File: src/sv/plf_pkg.sv
// Shared types, widths and constants of the palette linear fade block.
`timescale 1ns / 1ps

package plf_pkg;

    // Default palette size.
    localparam int ENTRIES_DEFAULT = 16;

    // Field widths.
    localparam int OP_W    = 2;
    localparam int INDEX_W = 4;
    localparam int COLOR_W = 15;
    localparam int BANK_W  = 5;
    localparam int TICK_W  = 16;

    // Stream data widths, rounded up to whole bytes.
    localparam int S_TDATA_W = 24;
    localparam int M_TDATA_W = 24;

    // Configuration port.
    localparam int CFG_IDX_W  = 2;
    localparam int CFG_DATA_W = 16;

    localparam logic [CFG_IDX_W-1:0] REG_FADE_LENGTH = 2'd0;
    localparam logic [CFG_IDX_W-1:0] REG_STOP_TICK   = 2'd1;
    localparam logic [CFG_IDX_W-1:0] REG_BANK_SELECT = 2'd2;

    localparam logic [TICK_W-1:0] FADE_LENGTH_RESET = 16'h0010;
    localparam logic [TICK_W-1:0] STOP_TICK_RESET   = 16'd17;

    // Channel masks of an RGB555 color, each channel kept in place.
    localparam logic [COLOR_W-1:0] RED_MASK   = 15'h001F;
    localparam logic [COLOR_W-1:0] GREEN_MASK = 15'h03E0;
    localparam logic [COLOR_W-1:0] BLUE_MASK  = 15'h7C00;

    // Fraction t/T is held with this many bits below the binary point.
    localparam int FRAC_BITS = 16;
    localparam int FRAC_W    = FRAC_BITS + 1;

    // Width of a channel difference times a tick count.
    localparam int PROD_W = COLOR_W + TICK_W;

    typedef enum logic [OP_W-1:0] {
        OP_LOAD_START  = 2'd0,
        OP_LOAD_TARGET = 2'd1,
        OP_RESTART     = 2'd2,
        OP_TICK        = 2'd3
    } op_t;

endpackage

File: src/sv/plf_lane.sv
// One color channel: pipelined a + (b - a) * t / T with a fraction estimate and correction.
`timescale 1ns / 1ps

module plf_lane (
    input  logic                               aclk,
    input  logic                               adv,
    input  logic [plf_pkg::COLOR_W-1:0]        start_val,
    input  logic [plf_pkg::COLOR_W-1:0]        target_val,
    input  logic [plf_pkg::TICK_W-1:0]         tick,
    input  logic [plf_pkg::TICK_W-1:0]         span,
    input  logic [plf_pkg::FRAC_W-1:0]         frac,
    output logic [plf_pkg::COLOR_W-1:0]        result
);

    localparam int CW    = plf_pkg::COLOR_W;
    localparam int TW    = plf_pkg::TICK_W;
    localparam int FW    = plf_pkg::FRAC_W;
    localparam int PW    = plf_pkg::PROD_W;
    localparam int FP_W  = CW + FW;
    localparam int FB    = plf_pkg::FRAC_BITS;

    logic          span_zero;

    // Difference stage.
    logic [CW-1:0] mag_b_reg;
    logic          neg_b_reg;
    logic [CW-1:0] base_b_reg;

    // Estimate stage.
    logic [FP_W-1:0] frac_prod;
    logic [PW-1:0]   dt_prod;
    logic [CW-1:0]   qest_c_reg;
    logic [PW-1:0]   dt_c_reg;
    logic            neg_c_reg;
    logic [CW-1:0]   base_c_reg;

    // Back-multiply stage.
    logic [PW-1:0]   qspan_prod;
    logic [PW-1:0]   qspan_d_reg;
    logic [PW-1:0]   dt_d_reg;
    logic [CW-1:0]   qest_d_reg;
    logic            neg_d_reg;
    logic [CW-1:0]   base_d_reg;

    // Correction.
    logic [PW-1:0]   rem;
    logic            bump;
    logic [CW-1:0]   quot;

    assign span_zero = (span == '0);

    assign frac_prod  = {{CW{1'b0}}, frac} * {{FW{1'b0}}, mag_b_reg};
    assign dt_prod    = {{CW{1'b0}}, tick} * {{TW{1'b0}}, mag_b_reg};
    assign qspan_prod = {{CW{1'b0}}, span} * {{TW{1'b0}}, qest_c_reg};

    always_ff @(posedge aclk) begin
        if (adv) begin
            // A zero fade length gives the target, so the base becomes the target.
            if (span_zero) begin
                mag_b_reg  <= '0;
                neg_b_reg  <= 1'b0;
                base_b_reg <= target_val;
            end else begin
                neg_b_reg  <= target_val < start_val;
                mag_b_reg  <= (target_val < start_val) ? (start_val - target_val)
                                                       : (target_val - start_val);
                base_b_reg <= start_val;
            end

            qest_c_reg <= frac_prod[FB+CW-1:FB];
            dt_c_reg   <= dt_prod;
            neg_c_reg  <= neg_b_reg;
            base_c_reg <= base_b_reg;

            qspan_d_reg <= qspan_prod;
            dt_d_reg    <= dt_c_reg;
            qest_d_reg  <= qest_c_reg;
            neg_d_reg   <= neg_c_reg;
            base_d_reg  <= base_c_reg;
        end
    end

    // The truncated fraction makes the estimate at most one below the true quotient.
    assign rem    = dt_d_reg - qspan_d_reg;
    assign bump   = !span_zero && (rem >= {{CW{1'b0}}, span});
    assign quot   = qest_d_reg + {{(CW-1){1'b0}}, bump};
    assign result = neg_d_reg ? (base_d_reg - quot) : (base_d_reg + quot);

endmodule

File: config.mk
export PLATFORM = sky130hd
export DESIGN_NAME = plf_lane
export DESIGN_NICKNAME = d
export VERILOG_FILES = /design/src/sv/plf_pkg.sv /design/src/sv/plf_lane.sv
export SDC_FILE = /design/constraint.sdc
export NUM_CORES = 2
export LEC_CHECK = 0
export ABC_AREA = 1
export BUFFER_PORTS_ARGS = -buffer_cell sky130_fd_sc_hd__buf_2
export CAP_MARGIN = 0
export CORE_MARGIN = 2
export CORE_UTILIZATION = 60
export DETAILED_ROUTE_END_ITERATION = 16
export PLACE_DENSITY = 0.85
export SLEW_MARGIN = 20
export SYNTH_ARGS = -nofsm -noshare
export SYNTH_HDL_FRONTEND = slang
export SYNTH_SLANG_ARGS = --single-unit
File: constraint.sdc
create_clock -name aclk -period 8.1 [get_ports aclk]
set_input_delay 1.215 -clock aclk [delete_from_list [all_inputs] [get_ports aclk]]
set_output_delay 1.215 -clock aclk [all_outputs]
set_load 0.1 [all_outputs]
# [After elaboration in Yosys (flattened, before gate mapping)]
# Index checks and enable logic that the tools add are counted.
[classes] addsub=6 n_mul=3 magnitude_cmp=2 n_mux=3 n_reduce_logical=3
[ops] cell="16-bit by 15-bit multiplier with 31-bit output" count=2
[ops] cell="15-bit 2-to-1 mux" count=3
[ops] cell="15-bit subtractor" count=3
[ops] cell="31-bit by 16-bit >= comparator with 1-bit output" count=1
[ops] cell="17-bit by 15-bit multiplier with 31-bit output" count=1
[ops] cell="31-bit subtractor" count=1
[ops] cell="16-bit logical NOT" count=1
[ops] cell="15-bit by 1-bit adder with 15-bit output" count=1
[ops] cell="15-bit adder" count=1
[ops] cell="15-bit < comparator" count=1
[ops] cell="1-bit logical AND" count=1
[ops] cell="1-bit logical NOT" count=1
[totals] reg_bits=186 inputBits=81 output_inout_bits=15 elab_cells=29

# [Longest topological paths before layout]
[depth] word_depth=6 depth_mapped=47 ltp_nobuf=47

# [Least setup slack after synthesis]
# OpenSTA, ideal clock, no wires.
[synth_path] path_type="input to output" startpoint="input port span[5] in the netlist's numbering" endpoint="output port result[12] in the netlist's numbering" arrival_ps=6544 required_time_ps=6885 slack_ps=341 cell_stages=32 path_cell_list="clkbuf_1 clkbuf_1 inv_1 ha_1 nand2_1 o21ai_0 a21oi_1 o21ai_0 nand3_1 nand3_1 nor2_1 nand3_1 nand2_1 inv_1 ha_1 ha_1 inv_1 nor3_4 nand3_1 xor2_1 nand2_1 nor2_1 nor2_1 xor2_1 ha_1 a21oi_1 inv_1 a21oi_1 nor2_1 nor2_1 o21bai_1 xor2_1"
[synth_between] elab_chain_cells=6 word_cells_on_any_way=8 cone_classes="add/sub: 3; order compare: 1; mux: 1; reduce/logical: 3"
[synth_rtl] item="from (decl)" line="plf_lane.sv:10" source="input logic [plf_pkg::TICK_W-1:0] span,"
[synth_rtl] item="parallel branches: the longest is 2 deep, another holds 31-bit by 16-bit >= comparator with 1-bit output"
[synth_rtl] item="1-bit logical AND (*)" line="plf_lane.sv:85" source="assign bump = !span_zero && (rem >= {{CW{1'b0}}, span});"
[synth_rtl] item="15-bit by 1-bit adder with 15-bit output (*)" line="plf_lane.sv:86" source="assign quot = qest_d_reg + {{(CW-1){1'b0}}, bump};"
[synth_rtl] item="15-bit adder / 15-bit subtractor (equally long branches)" line="plf_lane.sv:87" source="assign result = neg_d_reg ? (base_d_reg - quot) : (base_d_reg + quot);"
[synth_rtl] item="15-bit 2-to-1 mux (*)" line="plf_lane.sv:87"
[synth_rtl] item="to (decl)" line="plf_lane.sv:12" source="output logic [plf_pkg::COLOR_W-1:0] result"
# Every way passes the cells marked *.

# [Worst setup path in the final report]
[layout_path] startpoint="register qspan_d_reg[13]" endpoint="output port result[14] in the netlist's numbering"
[layout_between] elab_chain_cells=6 word_cells_on_any_way=7 cone_classes="add/sub: 4; order compare: 1; mux: 1; reduce/logical: 1"
[layout_rtl] item="from (decl)" line="plf_lane.sv:39" source="logic [PW-1:0] qspan_d_reg;"
[layout_rtl] item="from (signal assigned)" line="plf_lane.sv:75" source="qspan_d_reg <= qspan_prod;"
[layout_rtl] item="31-bit subtractor (*)" line="plf_lane.sv:84" source="assign rem = dt_d_reg - qspan_d_reg;"
[layout_rtl] item="31-bit by 16-bit >= comparator with 1-bit output (*)" line="plf_lane.sv:85"
[layout_rtl] item="1-bit logical AND (*)" line="plf_lane.sv:85"
[layout_rtl] item="15-bit by 1-bit adder with 15-bit output (*)" line="plf_lane.sv:86"
[layout_rtl] item="15-bit adder / 15-bit subtractor (equally long branches)" line="plf_lane.sv:87"
[layout_rtl] item="15-bit 2-to-1 mux (*)" line="plf_lane.sv:87"
# Mark *: on every way between the ends. The rest lies on a longest branch, timed or not.

==> summary.md <==
| Metric | Value |
|---|---|
| Outcome | finished clean |
| Count of buffer and inverter cells on the critical path | 10 |
| Core area | 58,700 um2 |
| Maximum level of the CTS H-tree | 4 |
| Number of buffer cells added on primary ports | 95 |
| RSZ-0062 raised after global routing | true |
| Initial cell density of the core | 0.604 |
| Most Frequent Cell on Critical Path | sky130_fd_sc_hd__inv_1 |
| Area after detailed placement | 36,500 um2 |
| Violation count after the first detailed-route iteration | 2,178 |
| Setup-failing EPs final | 0 |
| Warning count from the yosys run | 0 |
| First-pass GRT wire length | 143,000 um |
| Synthesis-to-layout area growth | 5.99% |
| Arrival time at the worst endpoint | 6600 ps |
| Top Ports | 96 |
| N_diodes | 0 |
| Number of detailed-routing iterations run before antenna repair | 6 |
| Path class of the lowest-slack min-delay path | flop to flop |
| Via count of the first global-routing pass | 29,700 |
| Final critical-path share of the clock period | 0.965 |
| Top delay family on crit path | simple AND/OR/NAND/NOR gates |
| Detailed placement HPWL | 67,700 um |
| Number of flops mapped to enable cells by yosys | 186 |
| GR Overflow Total | 0 |
| Most common cell after layout, fill and taps aside | sky130_fd_sc_hd__nand2_1 |
| Largest driver fanout on the critical path | 4 |
| Total number of vias | 28,200 |
| Max layer used | met4 |
| Mapped cell area | 35,400 um2 |
| Wire length per cell | 16.3 um |
| Detailed-route wire length on metal 1 | 34,700 um |
| Type of the worst setup path | flop to primary output |
| Final core utilization | 0.640 |
| Cts hold-fix bufs | 0 |
| Number of sinks handled by clock tree synthesis | 186 |
| Pins Over Slew Limit | 0 |
| Type of destination of the critical path | primary output |
| Critical-path top delay cell | sky130_fd_sc_hd__edfxtp_1 |
| Maxcap violations | 0 |
| Worst-Skew Late Latency | 470 ps |
| Library cell used as clock root buffer | sky130_fd_sc_hd__clkbuf_16 |
| Routed length on met3 | 6880 um |
| Width of the die | 247 um |
| Final nets | 5,436 |
| Pin count of the biggest net entering global routing | 103 |
| Number of antenna violations at the first check in global routing | 0 |
| Routed WL | 85,100 um |
| Worst EP required | 6880 ps |
| Number of synthesized register bits | 186 |
| Placer congestion estimate | 0.964 |
| Skew final | 10.1 ps |
| Number of DRC violations after detailed routing | 0 |
| Final instance area | 37,600 um2 |
| Met2 wirelength from detailed routing | 41,000 um |
| Dominant combinational cell family by area after synthesis | adder cells |
| Clock-pin slew on the worst setup and hold paths | 70 ps |
| Peak Freq | 128 MHz |
| Post-DR vias/cell | 5.41 |
| Buffer levels on the longest clock path | 2 |
| Simple-gate portion of the synthesized area | 0.173 |
| Xor and xnor fraction of the mapped netlist area | 0.0333 |
| Synth unique cells | 48 |
| Share of the synthesized area in compound gates (AO/OA/AOI/OAI) | 0.0534 |
| Tightest slew margin relative to the limit | 0.247 |
| Cells after synthesis | 4,436 |
| Fraction of final layout cells with drive strength greater than 1 | 0.0552 |
| Sequential fraction of the synthesis area | 0.158 |
| Area enclosed by the die boundary | 61,000 um2 |
| Number of nets in the synthesized netlist | 5,443 |
| Startpoint type of the worst setup path | flop |
| CTS tree | built |
| Inserted Clock Buffers | 17 |
| Async SR Flop Fraction | 0 |
| Count of standard-cell rows | 89 |
| Avg Inst Size Synth | 7.99 um2 |
| Hold Fails Final Rpt | 0 |
| Commonest cells after routing, fill and taps aside | sky130_fd_sc_hd__nand2_1 (1,216), sky130_fd_sc_hd__inv_1 (1,133), sky130_fd_sc_hd__fa_1 (554), sky130_fd_sc_hd__ha_1 (356), sky130_fd_sc_hd__edfxtp_1 (186) |
| Fraction of the mapped netlist area in adder cells | 0.445 |
| Die extent in y | 247 um |
| Antenna Violating Nets Remaining | 0 |
| Overall track demand over capacity in global routing | 0.294 |
| Share of synthesized area spent on multiplexers | 0 |
| Worst Tran Pin Value | 1130 ps |
| Flip-flop cell with the highest count after synthesis | sky130_fd_sc_hd__edfxtp_1 |
| Time the worst path needs with I/O delays and setup | 7810 ps |
| Largest stage delay on the critical path | 370 ps |
worst paths after layout:
check	to	cells after the start	startpoint	slack, ps
min reg2reg	dt_d_reg[18]	0	dt_c_reg[18]	420
max reg2reg	qspan_d_reg[29]	18	qest_c_reg[3]	1620
max	result[14]	45	qspan_d_reg[13]	290
min	dt_d_reg[18]	0	dt_c_reg[18]	420
per-stage QoR:
| step | worst slack, ps | cells | setup TNS [ps] | hold WS, ps |
|---|---|---|---|---|
| after floorplan | 341 | 4436 | 0 | 400 |
| after global placement | 518 | 5171 | 0 | 400 |
| after detailed placement | 380 | 5171 | 0 | 405 |
| after CTS | 14.1 | 5203 | 0 | 418 |
| after global routing | -127 | 5215 | -210 | 421 |
| final | 285 | 5215 | 0 | 418 |
synth_stat cells (all sizes together) (21+ instances only):
library cell / n / area [um2]
nand2: 1229 / 4620
inv: 1140 / 4280
fa: 555 / 11100
ha: 371 / 4640
edfxtp: 186 / 5590
nor2: 163 / 619
a21oi: 160 / 805
clkbuf: 158 / 593
o21ai: 99 / 518
xor2: 90 / 803
nand3: 89 / 445
xnor2: 43 / 377
nor3: 29 / 161
a31oi: 21 / 131
cell type report:
cell class	instances	area, um2
Timing Repair Buffer	137	866
Multi-Input combinational cell	2947	25200
Clock buffer	18	429
Inverter	1140	4280
Fill cell	4748	21100
Tap cell	773	967
Sequential cell	186	5590
Clock inverter	14	206
per-layer routing:
| metal | vias up | GRT usage |
|---|---|---|
| li1 | 13200 | - |
| met1 | 13600 | 0.388 |
| met2 | 1226 | 0.495 |
| met3 | 212 | 0.0437 |
| met4 | 0 | 0.103 |
| met5 | - | 0 |
worst reg2reg max path, delay by kind of cell, from the launching register on:
family	cells	cell delay (ps)
fa+ha+maj	7	3540
compound gates	6	1150
flops	1	950
xor+xnor	1	270
simple gates	1	210
buf+inv	3	190
timing repair:
| item | 4_1_cts | 5_1_grt |
|---|---|---|
| resized for setup | 2 | 65 |
| cloned | 0 | 0 |
| endpoints found under the setup margin | 1 | 7 |
| pin swaps | 0 | 14 |
| setup buffers | 0 | 8 |
kinds of logic (layout without fill, tap and decap cells):
logic type      count (synthesis)  count (layout)
fa+ha+maj                     926             926
xor+xnor                      133             133
flops                         186             186
simple gates                 1552            1552
buf+inv                      1303            1309
compound gates                336             336
Power is not shown: default switching activity piles up to over one toggle a cycle in this logic, so the estimate is an artifact.
