## config.mk

```make
export PLATFORM = sky130hd
export DESIGN_NAME = plf_frac_div
export DESIGN_NICKNAME = d
export VERILOG_FILES = /design/src/sv/plf_pkg.sv /design/src/sv/plf_frac_div.sv
export SDC_FILE = /design/constraint.sdc
export NUM_CORES = 1
export LEC_CHECK = 0
export ABC_CLOCK_PERIOD_IN_PS = 7850
export BUFFER_PORTS_ARGS = -buffer_cell sky130_fd_sc_hd__buf_2
export CELL_PAD_IN_SITES_DETAIL_PLACEMENT = 1
export CELL_PAD_IN_SITES_GLOBAL_PLACEMENT = 1
export CORE_ASPECT_RATIO = 0.75
export CORE_MARGIN = 1.5
export CORE_UTILIZATION = 45
export CTS_BUF_LIST = sky130_fd_sc_hd__clkbuf_4
export DETAILED_ROUTE_END_ITERATION = 16
export PLACE_DENSITY = 0.88
export SLEW_MARGIN = 10
export SYNTH_ARGS = -nofsm -noshare
export SYNTH_HDL_FRONTEND = slang
export SYNTH_SLANG_ARGS = --single-unit
export TNS_END_PERCENT = 1
```

## constraint.sdc

```tcl
create_clock -name aclk -period 7.85 [get_ports aclk]
set_input_delay 1.57 -clock aclk [delete_from_list [all_inputs] [get_ports aclk]]
set_output_delay 1.57 -clock aclk [all_outputs]
set_load 0.03 [all_outputs]
```

## src/sv/plf_pkg.sv

```systemverilog
// Shared types, widths and constants of the palette linear fade block.
`timescale 1ns / 1ps

package plf_pkg;

    // Default palette size.
    localparam int ENTRIES_DEFAULT = 16;

    // Field widths.
    localparam int OP_W    = 2;
    localparam int INDEX_W = 4;
    localparam int COLOR_W = 15;
    localparam int BANK_W  = 5;
    localparam int TICK_W  = 16;

    // Stream data widths, rounded up to whole bytes.
    localparam int S_TDATA_W = 24;
    localparam int M_TDATA_W = 24;

    // Configuration port.
    localparam int CFG_IDX_W  = 2;
    localparam int CFG_DATA_W = 16;

    localparam logic [CFG_IDX_W-1:0] REG_FADE_LENGTH = 2'd0;
    localparam logic [CFG_IDX_W-1:0] REG_STOP_TICK   = 2'd1;
    localparam logic [CFG_IDX_W-1:0] REG_BANK_SELECT = 2'd2;

    localparam logic [TICK_W-1:0] FADE_LENGTH_RESET = 16'h0010;
    localparam logic [TICK_W-1:0] STOP_TICK_RESET   = 16'd17;

    // Channel masks of an RGB555 color, each channel kept in place.
    localparam logic [COLOR_W-1:0] RED_MASK   = 15'h001F;
    localparam logic [COLOR_W-1:0] GREEN_MASK = 15'h03E0;
    localparam logic [COLOR_W-1:0] BLUE_MASK  = 15'h7C00;

    // Fraction t/T is held with this many bits below the binary point.
    localparam int FRAC_BITS = 16;
    localparam int FRAC_W    = FRAC_BITS + 1;

    // Width of a channel difference times a tick count.
    localparam int PROD_W = COLOR_W + TICK_W;

    typedef enum logic [OP_W-1:0] {
        OP_LOAD_START  = 2'd0,
        OP_LOAD_TARGET = 2'd1,
        OP_RESTART     = 2'd2,
        OP_TICK        = 2'd3
    } op_t;

endpackage

```

## src/sv/plf_frac_div.sv

```systemverilog
// Bit-serial divider that forms the fade fraction t * 2^16 / T for one tick.
`timescale 1ns / 1ps

module plf_frac_div (
    input  logic                              aclk,
    input  logic                              aresetn,
    input  logic                              start,
    input  logic [plf_pkg::TICK_W-1:0]        dividend,
    input  logic [plf_pkg::TICK_W-1:0]        divisor,
    output logic                              done,
    output logic [plf_pkg::FRAC_W-1:0]        quotient
);

    localparam int STEPS = plf_pkg::FRAC_W;
    localparam int CNT_W = $clog2(STEPS);
    localparam int REM_W = plf_pkg::TICK_W + 1;

    logic [REM_W-1:0]          rem_reg;
    logic [plf_pkg::FRAC_W-1:0] quo_reg;
    logic [CNT_W-1:0]          cnt_reg;
    logic                      busy_reg;
    logic                      done_reg;

    logic                      ge;
    logic [REM_W-1:0]          rem_sub;

    // The dividend never exceeds the divisor, so the quotient has one integer bit
    // and the partial remainder stays below the divisor after each step.
    assign ge      = rem_reg >= {1'b0, divisor};
    assign rem_sub = ge ? (rem_reg - {1'b0, divisor}) : rem_reg;

    always_ff @(posedge aclk) begin
        if (!aresetn) begin
            busy_reg <= 1'b0;
            done_reg <= 1'b0;
            cnt_reg  <= '0;
        end else begin
            done_reg <= 1'b0;
            if (start) begin
                busy_reg <= 1'b1;
                cnt_reg  <= CNT_W'(STEPS - 1);
            end else if (busy_reg) begin
                if (cnt_reg == '0) begin
                    busy_reg <= 1'b0;
                    done_reg <= 1'b1;
                end else begin
                    cnt_reg <= cnt_reg - 1'b1;
                end
            end
        end
    end

    always_ff @(posedge aclk) begin
        if (start) begin
            rem_reg <= {1'b0, dividend};
            quo_reg <= '0;
        end else if (busy_reg) begin
            rem_reg <= {rem_sub[REM_W-2:0], 1'b0};
            quo_reg <= {quo_reg[plf_pkg::FRAC_W-2:0], ge};
        end
    end

    assign done     = done_reg;
    assign quotient = quo_reg;

endmodule

```

; ---- After elaboration in Yosys (flattened, before gate mapping)
; Index checks and enable logic that the tools add are counted.
[totals]
reg_bits = 41
latchBits = 0
ramBits = 0
rom_bits = 0
input_bits = 35
out_inout_bits = 18
n_memories = 0
[classes]
n_addsub = 2
mul = 0
n_div = 0
magnitude_cmp = 1
eq_ne = 1
shifts = 0
mux = 10
n_bitwise = 3
n_reduce_logical = 6
[ops]
columns = cell, n
row1 = $mux 16, 3
row2 = $ge 17x16->1, 1
row3 = $sub 16x16->16, 1
row4 = $mux 5, 3
row5 = $logic_not 5->1, 1
row6 = $sub 5x1->5 const B, 1
row7 = $mux 1, 4
row8 = $reduce_and 2->1, 2
row9 = $not 1->1, 3
row10 = $reduce_or 3->1, 1
row11 = $ne 2x2->1 const B, 1
row12 = $reduce_bool 2->1, 1
row13 = $reduce_or 2->1, 1

; ---- Depth between registers and ports, before layout
; Gate-level depths: netlist (run 1).
[depth]
depth_word = 4
depth_mapped = 10
mapped_depth_nobuf = 10

; ---- Worst setup path before layout (run 1)
; Ideal clock, no wire load.
[synth_path]
path_type = input to register
startpoint = input divisor[0] (netlist bit)
endpoint = register rem_reg[15], data pin
setup_ps = 256
arrival_ps = 3406
t_required_ps = 7594
setup_slack_ps = 4188
path_stages = 9
path_cell_list = ha_1 -> inv_1 -> fa_1 -> a21oi_1 -> o21ai_0 -> a211oi_1 -> mux2i_1 -> o221ai_1 -> a31o_2
[synth_via]
elab_chain_cells = 4
[synth_rtl]
columns = item, line_no
row1 = "start, declared", plf_frac_div.sv:9  ; input logic [plf_pkg::TICK_W-1:0] divisor,
row2 = $sub 16x16->16 or $ge 17x16->1 (tied branches), "plf_frac_div.sv:30, plf_frac_div.sv:29"
row3 = $mux 16 (*), plf_frac_div.sv:30  ; assign rem_sub = ge ? (rem_reg - {1'b0, divisor}) : rem_reg;
row4 = $mux 16 (*), plf_frac_div.sv:57  ; end else if (busy_reg) begin
row5 = $mux 16 (*), plf_frac_div.sv:54  ; if (start) begin
row6 = "end signal, assigned", plf_frac_div.sv:55  ; rem_reg <= {1'b0, dividend};
row7 = "end signal, assigned", plf_frac_div.sv:58  ; rem_reg <= {rem_sub[REM_W-2:0], 1'b0};
row8 = "end, declared", plf_frac_div.sv:18  ; logic [REM_W-1:0] rem_reg;
; Every way passes the cells marked *; elsewhere a longest branch is shown, timed or not. The select of a mux whose other input is x is not followed.
; A chain may end at the register's enable or synchronous reset.

; ---- Worst setup path in the final report (run 1)
[layout_path]
startpoint = input divisor[8] (netlist bit)
endpoint = register rem_reg[1], data pin
[layout_via]
elab_chain_cells = 4
[layout_rtl]
columns = item, line_no
row1 = $ge 17x16->1, plf_frac_div.sv:29  ; assign ge = rem_reg >= {1'b0, divisor};
row2 = $mux 16, plf_frac_div.sv:30
row3 = $mux 16, plf_frac_div.sv:57
row4 = $mux 16, plf_frac_div.sv:54
; No other way between the ends. The select of a mux whose other input is x is not followed.

==> results_dict.tcl, run 1 <==
set metrics [dict create \
    area_delta_synth_final_pct 12.29 \
    path_clk_slew_ns 0.13 \
    seq_area_frac_synth_pct 35.43 \
    die_h_um 70.93 \
    rr_startpoint "rem_reg[10]" \
    holdWs_ns 0.5360 \
    avgSynthCellArea_sq_um 8.790 \
    synth-seq-cells 41 \
    num_io_pins 53 \
    cp-end-kind "flip-flop" \
    clkSinkCount 41 \
    post_synth_and_or_nand_nor_area_fraction_pct 16.49 \
    routabilityCongestion 0.8838 \
    finalNetCount 409 \
    synthAdderAreaFrac_pct 8.857 \
    clock_path_buffers 2 \
    cts_resized 0 \
    synthMuxAreaShare_pct 9.851 \
    arrival_ns 4.42 \
    synth_xor_area_share_pct 3.796 \
    hold_buffers 0 \
    antenna_found_initial 0 \
    layout_commonest_cell "buf_2" \
    root_buffer "clkbuf_4" \
    power_density_nw_per_um2 245.6 \
    n_antenna_cell 0 \
    place_hpwl_mm 5.606 \
    drtAntennaViolNets 0 \
    hold_start "quotient[11]" \
    p_leak_nw 1.425 \
    place_ws_ns 3.400 \
    syn_area_sq_um 2769 \
    grt-ovfl-total 0 \
    grt_pass1_vias 2503 \
    numCtsBuffers 5 \
    hp-class "flip-flop to flip-flop" \
    outcome "finished clean" \
    vias 2505 \
    setup_violations 0 \
    worst_slack_ns 3.617 \
    fin_tns_setup_ns 0 \
    synth-compound-area-share_pct 18.53 \
    ys_types 53 \
    yosysWarnings 0 \
    fin_crit_sh_pct 53.92 \
    synth_edf_count 16 \
    synthesis.nets 369 \
    dr.pass1.iters 4 \
    die-area_sq_um 6637 \
    clk_latency_ns 0.36 \
    vias_per_cell 5.772 \
    totalWireLength_mm 7.811 \
    port_buffers 52 \
    path_max_fanout 22 \
    synth_top_family_by_area "compound AO/OA/AOI/OAI gates" \
    ys.flop_type "dfxtp_1" \
    final.min_clock_period_ns 4.233 \
    regToRegSetupSlack_ns 4.42 \
    critPathRequiredTime_ns 8.04 \
    fin_worst_skew_ns 0.009261 \
    rsz0062_at_grt "false" \
    grt_pass1_wl_mm 12.81 \
    hold_violations 0 \
    rows 24 \
    wl_per_cell_um 18.00 \
    crit_path_start "divisor[8]" \
    final_cell_mix "buf_2, nor2_1, nand2_1, mux2i_1, dfxtp_1" \
    crit_path_start_kind "primary input" \
    syn_inst 315 \
    final.fill_count 730 \
    drt-initial-drc-count 174 \
    ir_drop_mv 0.1226 \
    layout-drive-gt1-share_pct 20.22 \
    fmax_mhz 236.2 \
    max_slew_margin_pct 18.82 \
    cts_tree "done" \
    worst_pin_slew_ns 1.218 \
    start_util_pct 47.05 \
    drc 0 \
    grt_max_degree 46 \
    die_w_um 93.58 \
    cap_violations 0 \
    h-tree-depth 2 \
    postLayoutCoreUtil_pct 52.83 \
    core_area_sq_um 5886 \
    cts_setup_buffers 0 \
    timing.final.max_slew_violations 0 \
    synthArstFlopShare_pct 0 \
    track_usage_pct 24.64 \
    critical_path_class "primary input to flip-flop" \
]
==> cells in the mapped netlist (all sizes together), types with 2 or more instances <==
cell,instances,area [sq um]
a31oi,4,25.02
o21a,3,22.52
nand2,28,105.1
xnor2,7,61.31
inv,24,90.09
clkbuf,11,43.79
a21boi,3,22.52
nor2,34,127.6
or2,2,12.52
a2bb2oi,3,26.28
and3,2,12.51
xor2,5,43.79
a41oi,2,32.53
a21o,7,52.55
nor3,5,25.02
nand4,4,25.02
o21ai,19,95.09
a21oi,15,75.07
edfxtp,16,480.5
buf,9,61.31
mux2i,25,250.2
ha,18,225.2
dfxtp,25,500.5
nand2b,3,18.77
nor3b,3,22.52
mux2,2,22.52
o31ai,2,15.01
a31o,2,17.52
nand3,10,50.05
nor2b,2,20.02
a211oi,5,47.54
==> per-layer routing <==
metal	part of all wire (%)	GRT usage (%)	up-vias
met1	47	35.65	1223
met5	0	0	-
met3	6.9	5.484	7
li1	-	-	1191
met4	0.73	4.643	0
met2	46	38.16	84
==> report_power, final <==
part,switching (mW),internal [mW]
Sequential,0.0184,0.251
Combinational,0.207,0.139
Clock,0.0770,0.0703
Total,0.303,0.461
==> final cells by class <==
type                    instances  area (sq um)  share of cell area [%]
flip-flops and latches         41         980.9                   31.55
clock buffers                   6         45.04                   1.449
well taps                      78         97.59                   3.139
multi-input cells             230          1593                   51.23
repair buffers                 53         267.8                   8.612
inverters                      24         90.09                   2.897
clock inverters                 2         35.03                   1.127
==> through the flow <==
step	instances	power (mW)	cell area (sq um)
after floorplan	315	0.5321	2769
after global placement	426	0.5883	3029
after detailed placement	426	0.6072	3029
after CTS	434	0.7526	3109
after global routing	434	0.8015	3109
final	434	0.7637	3109
==> cells by family after synthesis <==
family	after synthesis
and+or+nand+nor	98
AOI/OAI and AO/OA	74
buffers and inverters	44
DFF	41
muxes	27
adders and majority gates	19
xor gates and xnor gates	12
==> critical path: stages <==
cell and delay [ns]:
buf_2 0.08, inv_1 0.04, ha_1 0.48, a21o_1 0.24
a31oi_1 0.08, or2_2 0.34, a41oi_2 0.98, mux2_2 0.43
o21ai_0 0.17
==> worst paths after layout <==
check                                    end  cells past startpoint
worst min-delay path            quotient[11]                      2
worst max-delay path              rem_reg[1]                      9
worst min register to register  quotient[11]                      2
worst max register to register    rem_reg[1]                      7
Power figures use the tool's default switching activity.
==> inputs of run 2 (changes only) <==
--- a/config.mk
+++ b/config.mk
@@ -5,16 +5,17 @@
 export SDC_FILE = /design/constraint.sdc
 export NUM_CORES = 1
 export LEC_CHECK = 0
-export ABC_CLOCK_PERIOD_IN_PS = 7850
+export ABC_AREA = 1
+export ABC_CLOCK_PERIOD_IN_PS = 4300
 export BUFFER_PORTS_ARGS = -buffer_cell sky130_fd_sc_hd__buf_2
 export CELL_PAD_IN_SITES_DETAIL_PLACEMENT = 1
 export CELL_PAD_IN_SITES_GLOBAL_PLACEMENT = 1
 export CORE_ASPECT_RATIO = 0.75
 export CORE_MARGIN = 1.5
-export CORE_UTILIZATION = 45
+export CORE_UTILIZATION = 41
 export CTS_BUF_LIST = sky130_fd_sc_hd__clkbuf_4
 export DETAILED_ROUTE_END_ITERATION = 16
-export PLACE_DENSITY = 0.88
+export PLACE_DENSITY = 0.85
 export SLEW_MARGIN = 10
 export SYNTH_ARGS = -nofsm -noshare
 export SYNTH_HDL_FRONTEND = slang
==> constraint.sdc (replaced) <==
create_clock -name aclk -period 4.3 [get_ports aclk]
set_input_delay 0.86 -clock aclk [delete_from_list [all_inputs] [get_ports aclk]]
set_output_delay 0.86 -clock aclk [all_outputs]
set_load 0.03 [all_outputs]
==> results_dict.tcl, run 2 <==
set metrics [dict create \
    outcome "finished clean" \
    vias 2821 \
    p_leak_nw 1.717 \
    layout-drive-gt1-share_pct 16.20 \
    cts_resized 0 \
    holdWs_ns 0.4827 \
    combPwrFrac_pct 46.7 \
    clock_path_buffers 2 \
    met2_length_mm 3.733 \
    fmax_mhz 390.6 \
    rsz0062_at_grt "false" \
    yosysWarnings 0 \
    synth.most_common_cell "nand2_1" \
    cp-end-kind "flip-flop" \
    vias_per_cell 5.101 \
    yosys.area.top_type "nand2_1" \
    path_cells "buf_2 > inv_1 > ha_1 > a21oi_1 > nand2_1 > nand2_1 > nand2_1 > nor2_4 > nand2_4 > nand2_1 > nand3_1 > nand2_1" \
    fin_worst_skew_ns 0.01930 \
    track_usage_pct 23.94 \
    finalNetCount 522 \
    h-tree-depth 2 \
    power.share.clock_pct 16.5 \
    cts_tree "done" \
    place_hpwl_mm 6.815 \
    synthMuxAreaShare_pct 0 \
    synth_top_family_by_area "simple AND/OR/NAND/NOR gates" \
    worst_pin_slew_ns 1.051 \
    synthesis.nets 471 \
    path_max_fanout 17 \
    synth_xor_area_share_pct 2.411 \
    port_buffers 52 \
    post_synth_and_or_nand_nor_area_fraction_pct 36.89 \
    crit_path_start_kind "primary input" \
    met3WireLength_um 451 \
    die_w_um 100.2 \
    ys_top_cells_by_count "nand2_1, inv_1, nand3_1" \
    path_clk_slew_ns 0.14 \
    synth.top_cell.area_share_pct 17.56 \
    top_layer_used "met4" \
    p_seq_share_pct 36.8 \
    layout_commonest_cell "nand2_1" \
    ys_types 34 \
    synth-seq-cells 41 \
    crit_top_cell "nand2_1" \
    hp-class "flip-flop to flip-flop" \
    final.min_clock_period_ns 2.560 \
    ys_top_cells_by_area "nand2_1, dfxtp_1, edfxtp_1" \
    critPathSlowestCell "nor2_4" \
    grt-ovfl-total 0 \
    synthAdderAreaFrac_pct 8.437 \
    totalWireLength_mm 8.522 \
    synth_edf_count 16 \
    cts_setup_buffers 0 \
    crit_buf_inv 2 \
    area_delta_synth_final_pct 13.09 \
    root_buffer "clkbuf_4" \
    synth-compound-area-share_pct 6.328 \
    max_slew_margin_pct 29.49 \
    swShare_pct 44.21 \
    cap_violations 0 \
    timing.final.max_slew_violations 0 \
    routabilityCongestion 0.9003 \
    n_antenna_cell 0 \
    wl_per_cell_um 15.41 \
    grt_pass1_vias 2954 \
    grt_pass1_wl_mm 14.32 \
    start_util_pct 42.55 \
    antenna_found_initial 0 \
    dr.pass1.iters 4 \
    die_h_um 75.92 \
    synthArstFlopShare_pct 0 \
    setup_violations 0 \
    drc 0 \
    grt_max_degree 33 \
    rows 26 \
    num_io_pins 53 \
    hold_violations 0 \
    switchingPower_mw 0.5804 \
    fin_crit_sh_pct 59.54 \
    arrival_ns 2.81 \
    syn_inst 417 \
    avgSynthCellArea_sq_um 6.970 \
    cp_top_family "simple AND/OR/NAND/NOR gates" \
    die-area_sq_um 7608 \
    drtAntennaViolNets 0 \
    critPathMaxStageDelay_ns 0.40 \
    hold_buffers 0 \
    power.internal_mw 0.7323 \
    drt-initial-drc-count 132 \
    clkSinkCount 41 \
    core_area_sq_um 6832 \
    power_density_nw_per_um2 399.4 \
    critical_path_class "primary input to flip-flop" \
    syn_area_sq_um 2907 \
    numCtsBuffers 5 \
    ys.flop_type "dfxtp_1" \
    critPathRequiredTime_ns 4.55 \
    fin_tns_setup_ns 0 \
    wl_met1_mm 4.239 \
    ir_drop_mv 0.1389 \
    final_cell_mix "nand2_1, inv_1, buf_2, nand3_1, dfxtp_1" \
    clk_latency_ns 0.37 \
    seq_area_frac_synth_pct 33.75 \
]
-- run 2: cell count changes in the layout (fill, tap and decap cells not counted), sizes merged, moves of 15 or more --
cell / before / now
nand2: 28 / 142
inv: 24 / 83
mux2i: 25 / 0
nand3: 10 / 30
nand3b: 1 / 18
o22ai: 0 / 15
-- run 2: worst paths after layout --
path / from / endpoint / slack, ns / cells after the start
worst max-delay path: divisor[12] / rem_reg[11] / 1.74 / 12
worst min-delay path: cnt_reg[0] / cnt_reg[0] / 0.48 / 2
worst max register to register: rem_reg[6] / rem_reg[5] / 1.82 / 10
worst min register to register: cnt_reg[0] / cnt_reg[0] / 0.48 / 2
-- run 2: routing by layer --
metal / vias up / track usage (%)
li1: 1424 / -
met1: 1327 / 35.46
met2: 57 / 36.94
met3: 13 / 3.044
met4: 0 / 5.493
met5: - / 0
-- run 2: cell type report --
| cell class | count | area, sq um |
|---|---|---|
| inverters | 83 | 311.5 |
| fillers | 916 | 3545 |
| repair buffers | 52 | 260.3 |
| well taps | 84 | 105.1 |
| multi-input cells | 285 | 1572 |
| flip-flops and latches | 41 | 980.9 |
| clock inverters | 3 | 20.02 |
| clock buffers | 5 | 37.54 |
-- run 2: cells by family after synthesis --
logic type	count (synthesis)
and+or+nand+nor	226
DFF	41
xor gates and xnor gates	8
buffers and inverters	91
adders and majority gates	19
AOI/OAI and AO/OA	32
-- run 2: stage by stage --
| stage | util, % | instances | total power [mW] | area [sq um] | worst slack [ns] |
|---|---|---|---|---|---|
| after floorplan | - | 417 | 0.9332 | 2907 | 1.886 |
| after global placement | 47.27 | 545 | 1.066 | 3229 | 1.387 |
| after detailed placement | 47.27 | 545 | 1.092 | 3229 | 1.386 |
| after CTS | 48.11 | 553 | 1.310 | 3287 | 1.782 |
| after global routing | 48.11 | 553 | 1.409 | 3287 | 1.530 |
| final | 48.11 | 553 | 1.313 | 3287 | 1.740 |
-- run 2: worst register-to-register path, cell delays in order, from the launching register on --
cell and delay [ns]:
edfxtp_1 0.50, ha_1 0.46, nand2_1 0.16, nor2_4 0.14, nand2_1 0.11, nand3_2 0.10
nand3_4 0.22, nand2_4 0.29, nand2_1 0.10, nand3_1 0.10, nand2_1 0.07
-- run 2: power groups by stage --
stage                     combinational [mW]  sequential (mW)  clock, mW
after floorplan                        0.453            0.480          0
after global placement                 0.576            0.490          0
after detailed placement               0.601            0.490          0
after CTS                              0.606            0.482      0.222
after global routing                   0.690            0.487      0.232
final                                  0.613            0.483      0.217
